[src/rtl/tph_pkg.sv]
// Shared types and constants for the timed position history block.
// Used by tph_ctrl, tph_dp and the timed_position_history top level.
`timescale 1ns / 1ps
package tph_pkg;

  localparam int TimeW  = 31;
  localparam int CoordW = 16;
  localparam int OutW   = 24;
  // |numerator| of an interpolation: 49-bit signed sum shifted by 8
  localparam int DivW    = 57;
  localparam int DivCntW = 6;
  localparam int RemW    = TimeW + 1;

  localparam logic [1:0] CmdClear = 2'd0;
  localparam logic [1:0] CmdAdd   = 2'd1;
  localparam logic [1:0] CmdQuery = 2'd2;
  localparam logic [1:0] CmdNop   = 2'd3;

  typedef struct packed {
    logic [TimeW-1:0]         t;
    logic signed [CoordW-1:0] y;
    logic signed [CoordW-1:0] x;
  } tph_entry_t;

  // controller -> datapath
  typedef struct packed {
    logic load_in;
    logic clear;
    logic res_clr;
    logic srch_init;
    logic rd_mid;
    logic rd_i;
    logic rd_prev;
    logic srch_upd;
    logic lat_b;
    logic res_b;
    logic lat_a;
    logic mul;
    logic sum_div;
    logic bar_mul;
    logic bar_sum;
    logic div_step;
    logic push;
    logic res_x;
    logic res_y;
    logic coord_y;
    logic out_load;
  } tph_cmd_t;

  // datapath -> controller
  typedef struct packed {
    logic [1:0] cmd;
    logic       len_zero;
    logic       hit;
    logic       b_direct;
    logic       a_direct;
    logic       bar_ok;
    logic       div_done;
    logic       coord_y;
  } tph_sts_t;

endpackage

[src/rtl/tph_ctrl.sv]
// Controller state machine of the timed position history: sequences decode,
// add, search, divide and result hand-off. Depends on tph_pkg.
`timescale 1ns / 1ps
module tph_ctrl (
  input  logic              clk_i,
  input  logic              rst_ni,
  input  logic              s_valid_i,
  output logic              s_ready_o,
  output logic              m_valid_o,
  input  logic              m_ready_i,
  input  tph_pkg::tph_sts_t sts_i,
  output tph_pkg::tph_cmd_t cmd_o
);
  import tph_pkg::*;

  localparam logic [3:0] StIdle   = 4'd0;
  localparam logic [3:0] StDecode = 4'd1;
  localparam logic [3:0] StBdiv   = 4'd2;
  localparam logic [3:0] StAddw   = 4'd3;
  localparam logic [3:0] StSrch   = 4'd4;
  localparam logic [3:0] StScmp   = 4'd5;
  localparam logic [3:0] StRdb    = 4'd6;
  localparam logic [3:0] StLatb   = 4'd7;
  localparam logic [3:0] StLata   = 4'd8;
  localparam logic [3:0] StMul    = 4'd9;
  localparam logic [3:0] StSum    = 4'd10;
  localparam logic [3:0] StIdiv   = 4'd11;
  localparam logic [3:0] StFin    = 4'd12;

  logic [3:0] state_q, state_d;
  logic       out_valid_q, out_valid_d;
  // sample b straight from the read port: the result uses the latched copy
  // in the next cycle, so hold res_b until after lat_b
  logic       res_b_q;

  assign s_ready_o = (state_q == StIdle);
  assign m_valid_o = out_valid_q;

  always_comb begin
    state_d = state_q;
    cmd_o   = '0;
    unique case (state_q)
      StIdle: begin
        if (s_valid_i) begin
          cmd_o.load_in = 1'b1;
          state_d       = StDecode;
        end
      end
      StDecode: begin
        cmd_o.res_clr = 1'b1;
        unique case (sts_i.cmd)
          CmdClear: begin
            cmd_o.clear = 1'b1;
            state_d     = StFin;
          end
          CmdAdd: begin
            cmd_o.bar_mul = 1'b1;
            state_d       = StBdiv;
          end
          CmdQuery: begin
            cmd_o.srch_init = 1'b1;
            state_d         = StSrch;
          end
          CmdNop: state_d = StFin;
          default: state_d = StFin;
        endcase
      end
      StBdiv: begin
        cmd_o.bar_sum = 1'b1;
        state_d       = StAddw;
      end
      StAddw: begin
        cmd_o.push = sts_i.bar_ok;
        state_d    = StFin;
      end
      StSrch: begin
        if (sts_i.len_zero) begin
          state_d = StRdb;
        end else begin
          cmd_o.rd_mid = 1'b1;
          state_d      = StScmp;
        end
      end
      StScmp: begin
        cmd_o.srch_upd = 1'b1;
        state_d        = StSrch;
      end
      StRdb: begin
        if (sts_i.hit) begin
          cmd_o.rd_i = 1'b1;
          state_d    = StLatb;
        end else begin
          state_d = StFin;
        end
      end
      StLatb: begin
        cmd_o.lat_b = 1'b1;
        if (sts_i.b_direct) begin
          state_d = StFin;
        end else begin
          cmd_o.rd_prev = 1'b1;
          state_d       = StLata;
        end
      end
      StLata: begin
        cmd_o.lat_a = 1'b1;
        state_d     = sts_i.a_direct ? StFin : StMul;
      end
      StMul: begin
        cmd_o.mul = 1'b1;
        state_d   = StSum;
      end
      StSum: begin
        cmd_o.sum_div = 1'b1;
        state_d       = StIdiv;
      end
      StIdiv: begin
        if (!sts_i.div_done) begin
          cmd_o.div_step = 1'b1;
        end else if (sts_i.coord_y) begin
          cmd_o.res_y = 1'b1;
          state_d     = StFin;
        end else begin
          cmd_o.res_x   = 1'b1;
          cmd_o.coord_y = 1'b1;
          state_d       = StMul;
        end
      end
      StFin: begin
        cmd_o.res_b = res_b_q;
        if (!res_b_q && (!out_valid_q || m_ready_i)) begin
          cmd_o.out_load = 1'b1;
          state_d        = StIdle;
        end
      end
      default: state_d = StIdle;
    endcase
  end

  always_comb begin
    out_valid_d = out_valid_q;
    if (cmd_o.out_load) begin
      out_valid_d = 1'b1;
    end else if (m_ready_i) begin
      out_valid_d = 1'b0;
    end
  end

  always_ff @(posedge clk_i or negedge rst_ni) begin
    if (!rst_ni) begin
      state_q     <= StIdle;
      out_valid_q <= 1'b0;
      res_b_q     <= 1'b0;
    end else begin
      state_q     <= state_d;
      out_valid_q <= out_valid_d;
      res_b_q     <= ((state_q == StLatb) && sts_i.b_direct) ||
                     ((state_q == StLata) && sts_i.a_direct);
    end
  end

endmodule

[config.mk]
export PLATFORM = sky130hd
export DESIGN_NAME = tph_ctrl
export DESIGN_NICKNAME = d
export VERILOG_FILES = /design/src/rtl/tph_pkg.sv /design/src/rtl/tph_ctrl.sv
export SDC_FILE = /design/constraint.sdc
export NUM_CORES = 1
export LEC_CHECK = 0
export ABC_AREA = 0
export BUFFER_PORTS_ARGS = -buffer_cell sky130_fd_sc_hd__buf_2
export CAP_MARGIN = 20
export CORE_MARGIN = 5
export CORE_UTILIZATION = 39
export DETAILED_ROUTE_END_ITERATION = 7
export PLACE_DENSITY = 0.74
export SETUP_SLACK_MARGIN = 0.2
export SLEW_MARGIN = 30
export SYNTH_ARGS = -nofsm -noshare
export SYNTH_HDL_FRONTEND = slang
export SYNTH_SLANG_ARGS = --single-unit
[constraint.sdc]
create_clock -name clk_i -period 1.3 [get_ports clk_i]
set_clock_uncertainty 0.05 [all_clocks]
set_input_delay 0.26 -clock clk_i [delete_from_list [all_inputs] [get_ports clk_i]]
set_output_delay 0.26 -clock clk_i [all_outputs]
set_load 0.02 [all_outputs]
==> results.py, run 1 <==
metrics = {
    "outcome": {
        "status": "aborted with a tool error",
        "stop_stage": "global routing (5_1_grt)",
        "error": "[ERROR DPL-0038] Utilization greater than 100%, impossible to legalize",
    },
    "yosys": {
        "yosysUniqueCellTypes": 34,
        "ys_dominant_reg_cell": "dfrtp_1",
        "yosys_warnings": 0,
        "syn_avg_cell_area_sq_um": 7.77,
        "yosys.area.top_type": "dfrtp_1",
        "synth.area.top_cells": "dfrtp_1 (23%), ha_1 (7.6%), nor2_1 (6.3%)",
        "synth_cells": 85,
        "synth_top_cell_area_share_pct": 22.7,
        "syn-num-nets": 102,
        "synth-edff-count": 0,
        "synth_seq_cells": 6,
        "yosysSeqAreaShare_pct": 22.7,
        "async_reset_ff_share_pct": 100,
        "syn_area_sq_um": 661,
        "synth_common_cells": "nor2_1 (11), inv_1 (8), dfrtp_1 (6)",
        "post-synth-top-count-cell": "nor2_1",
    },
    "floorplan": {
        "rows": 14,
        "die_h_microns": 51.2,
        "top_level_ports": 36,
        "start_util_pct": 42.4,
        "die_w_microns": 51.2,
    },
    "cts": {
        "h-tree-depth": 1,
        "clockRootBuffer": "clkbuf_4",
        "cts_made_buffers": 3,
        "clock_path_buffers": 2,
        "clock-sinks": 6,
    },
    "placement": {
        "place_inst": 155,
        "hpwl_microns": 1780,
        "gp_congestion": 0.888,
        "place_area_sq_mm": 0.00114,
        "io_buffer_count": 35,
    },
    "sta": {
        "postGrtWorstEndpoint": "cmd_o[11]",
        "worst-ep-kind": "primary output",
    },
    "grt": {
        "grt_max_degree": 8,
    },
}
==> through the flow <==
step | worst slack [ps] | setup TNS (ps)
floorplan | -295 | -3030
global placement | -232 | -3960
detailed placement | -259 | -4610
CTS | -422 | -8580
==> logic make-up after synthesis <==
family                   count (synthesis)  synth area share [%]
flip-flops                               6                  22.7
adder cells (fa/ha/maj)                  4                  7.58
AND/OR/NAND/NOR                         41                  36.4
AO/OA/AOI/OAI                           19                  21.0
buffers and inverters                   15                  12.3
==> repair_timing <==
item | in CTS
setup endpoints to repair | 28
pin swaps | 16
hold buffers | 1
cloned | 0
gates resized for setup | 53
endpoints found under the hold margin | 6
setup buffers | 9
==> inputs of run 2 (changes only) <==
--- a/config.mk
+++ b/config.mk
@@ -8,11 +8,10 @@
 export ABC_AREA = 0
 export BUFFER_PORTS_ARGS = -buffer_cell sky130_fd_sc_hd__buf_2
 export CAP_MARGIN = 20
-export CORE_MARGIN = 5
-export CORE_UTILIZATION = 39
+export CORE_AREA = 5 5 66 68
 export DETAILED_ROUTE_END_ITERATION = 7
-export PLACE_DENSITY = 0.74
-export SETUP_SLACK_MARGIN = 0.2
+export DIE_AREA = 0 0 71 73
+export PLACE_DENSITY_LB_ADDON = 0.15
 export SLEW_MARGIN = 30
 export SYNTH_ARGS = -nofsm -noshare
 export SYNTH_HDL_FRONTEND = slang
==> constraint.sdc (replaced) <==
create_clock -name clk_i -period 1.7 [get_ports clk_i]
set_clock_uncertainty 0.05 [all_clocks]
set_input_delay 0.34 -clock clk_i [delete_from_list [all_inputs] [get_ports clk_i]]
set_output_delay 0.34 -clock clk_i [all_outputs]
set_load 0.02 [all_outputs]
==> run 2 against run 1 <==
  * The flow now finishes, with violations (setup timing)
  * Area after synthesis is the same
  * Synthesized cell count is the same
==> results.py, run 2 <==
metrics = {
    "power": {
        "ir_drop_v": 0.000390,
        "p_sw_mw": 1.11,
        "power.total_mw": 2.37,
        "share_comb_of_total_power_pct": 77.2,
        "leakage_nw": 0.644,
        "swShare_pct": 46.9,
        "p_int_mw": 1.26,
        "power_density_mw_per_mm2": 1680,
        "sequentialPowerShare_pct": 13.7,
        "clock_power_share_pct": 9.1,
    },
    "critical_path": {
        "rr_worst_depth": 7,
        "reg2reg_to": "state_q[2]$_DFFE_PN0P_",
        "end_kind": "output pin",
        "r2r-start": "state_q[2]$_DFFE_PN0P_",
        "startpoint_type": "flop",
        "cp.required_ps": 1310,
        "crit_arrival_ps": 1380,
        "criticalPathCategory": "flop to output pin",
        "crit_fanout": 4,
        "reg2reg_slack_ps": 130,
    },
    "drt": {
        "drtPass1Iterations": 4,
        "wl_microns": 2650,
        "wire_per_inst_microns": 13.7,
        "drt_iter0_drc": 5,
        "drc": 0,
        "via_per_inst": 4.35,
        "drtAntennaViolNets": 0,
        "vias": 840,
    },
    "placement": {
        "io_buffer_count": 35,
        "place_area_sq_um": 975,
        "gp_congestion": 0.763,
        "place_inst": 179,
        "hpwl_microns": 1950,
    },
    "sta": {
        "finalCritPeriodShare_pct": 104,
        "fmax_mhz": 564,
        "worst_pin_slew_ps": 311,
        "rsz0062_at_grt": "true",
        "fin_ws_ps": -73.4,
        "tns_ps": -468,
        "min_period_ps": 1770,
        "maxSlewHeadroom_pct": 79.2,
        "hold_slack_ps": 350,
        "drv_slew": 0,
        "hold_viol": 0,
        "timing.final.setup_violations": 11,
    },
    "finish": {
        "antenna_cells": 0,
        "largest_register_ffs": 4,
        "layout_common_cells": "buf_4 (24), buf_6 (20), buf_2 (16)",
        "final_nets": 162,
        "final_common_cell": "buf_4",
        "syn_to_final_growth_pct": 113,
        "stdcell_area_sq_mm": 0.00141,
        "instances_no_fill": 193,
        "top_register": "state_q",
        "drive_gt1_share_pct": 69.2,
    },
    "grt": {
        "antenna_found_initial": 0,
        "grt_overflow_total": 0,
        "grt_usage_pct": 10.4,
        "grt_max_degree": 9,
        "grt_pass1_wl_microns": 4310,
        "grt_pass1_vias": 924,
    },
    "floorplan": {
        "start_util_pct": 17.4,
        "die_w_microns": 71,
        "die_h_microns": 73,
        "top_level_ports": 36,
        "dieArea_sq_mm": 0.00518,
        "rows": 23,
        "floorplan.core_area_sq_mm": 0.00380,
    },
    "cts": {
        "clock-sinks": 6,
        "h-tree-depth": 1,
        "path_clk_slew_ps": 40,
        "cts_made_buffers": 3,
        "cts_tree": "yes",
        "clock_path_buffers": 2,
        "clockRootBuffer": "clkbuf_8",
        "clock_latency_ps": 220,
    },
    "yosys": {
        "synth-adder-area-share_pct": 7.58,
        "synth-compound-area-share_pct": 21.0,
        "synth_seq_cells": 6,
        "yosys_warnings": 0,
        "yosys.area.top_type": "dfrtp_1",
        "synth.area.top_cells": "dfrtp_1 (23%), ha_1 (7.6%), nor2_1 (6.3%)",
        "ys_dominant_reg_cell": "dfrtp_1",
        "syn-num-nets": 102,
        "synth_top_cell_area_share_pct": 22.7,
        "synth_xor_area_share_pct": 0,
        "synthMuxAreaShare_pct": 0,
        "async_reset_ff_share_pct": 100,
        "syn_area_sq_um": 661,
        "synth_top_family_by_area": "simple AND/OR/NAND/NOR gates",
        "yosysUniqueCellTypes": 34,
        "post-synth-top-count-cell": "nor2_1",
        "yosysSeqAreaShare_pct": 22.7,
        "synth_cells": 85,
        "synth-edff-count": 0,
        "synth_common_cells": "nor2_1 (11), inv_1 (8), dfrtp_1 (6)",
        "syn_avg_cell_area_sq_um": 7.77,
        "synth-simple-area-share_pct": 36.4,
    },
    "outcome": {
        "status": "finished, violations left",
        "violations": "setup timing",
    },
    "min_path": {
        "hold_class": "primary input to flop",
        "hold_path_end": "res_b_q$_DFF_PN0_",
        "min_delay_path_depth": 2,
        "min_from": "sts_i[3]",
    },
    "flow_run": {
        "drv_cap": 0,
    },
}
## run 2: cells by family (layout without fill, tap and decap cells)
family                     after synthesis  count (layout)
adders and majority gates                4               4
DFF                                      6               6
AOI/OAI and AO/OA                       19              19
and+or+nand+nor                         41              41
buffers and inverters                   15              73
## run 2: worst max-delay path: stages, from the launching register on
cell     delay (ps)
dfrtp_2         440
buf_6           160
nor4_4          250
and2_4          190
buf_6           110
## run 2: worst max-delay path by stage
stage                                 from         to  slack, ps
global route        state_q[3]$_DFFE_PN0P_   cmd_o[7]       -120
detailed placement  state_q[1]$_DFFE_PN0P_  cmd_o[20]         80
floorplan           state_q[2]$_DFFE_PN0P_  cmd_o[20]        -70
CTS                 state_q[1]$_DFFE_PN0P_  cmd_o[10]        -80
global placement    state_q[1]$_DFFE_PN0P_   cmd_o[5]         40
finish              state_q[0]$_DFFE_PN0P_  cmd_o[20]        -70
## run 2: power groups by stage
stage / combinational (mW) / sequential, mW / clock, mW
after floorplan: 0.762 / 0.261 / 0
after global placement: 1.19 / 0.290 / 0
after detailed placement: 1.17 / 0.284 / 0
after CTS: 1.60 / 0.312 / 0.222
after global routing: 1.94 / 0.334 / 0.235
final: 1.83 / 0.323 / 0.216
## run 2: timing repair
item | CTS | global route
setup endpoints to repair | 19 | 21
hold endpoints to repair | 6 | 0
gates resized for setup | 53 | 31
hold buffers | 1 | 0
pin swaps | 11 | 13
setup buffers | 11 | 1
## run 2: cell type report
cell class / count / area [sq um]
Fill cell: 413 / 2390
Tap cell: 50 / 62.6
Clock buffer: 3 / 41.3
Inverter: 9 / 41.3
Timing Repair Buffer: 61 / 495
Multi-Input combinational cell: 64 / 611
Sequential cell: 6 / 155
## run 2: per-stage QoR
stage	utilization, %	setup slack [ps]
after CTS	33.8	-82.7
after global routing	37.0	-124
final	37.0	-73.4
after global placement	25.7	41.3
after detailed placement	25.7	78.3
after floorplan	-	-65.6
## run 2: layer usage
metal	share of wire, %	GRT usage [%]	up-vias
li1	-	-	418
met1	40	11.4	390
met2	51	18.5	28
met3	6.8	2.89	4
met4	1.3	5.01	0
met5	0	0	-
(Power assumes the default switching activity.)
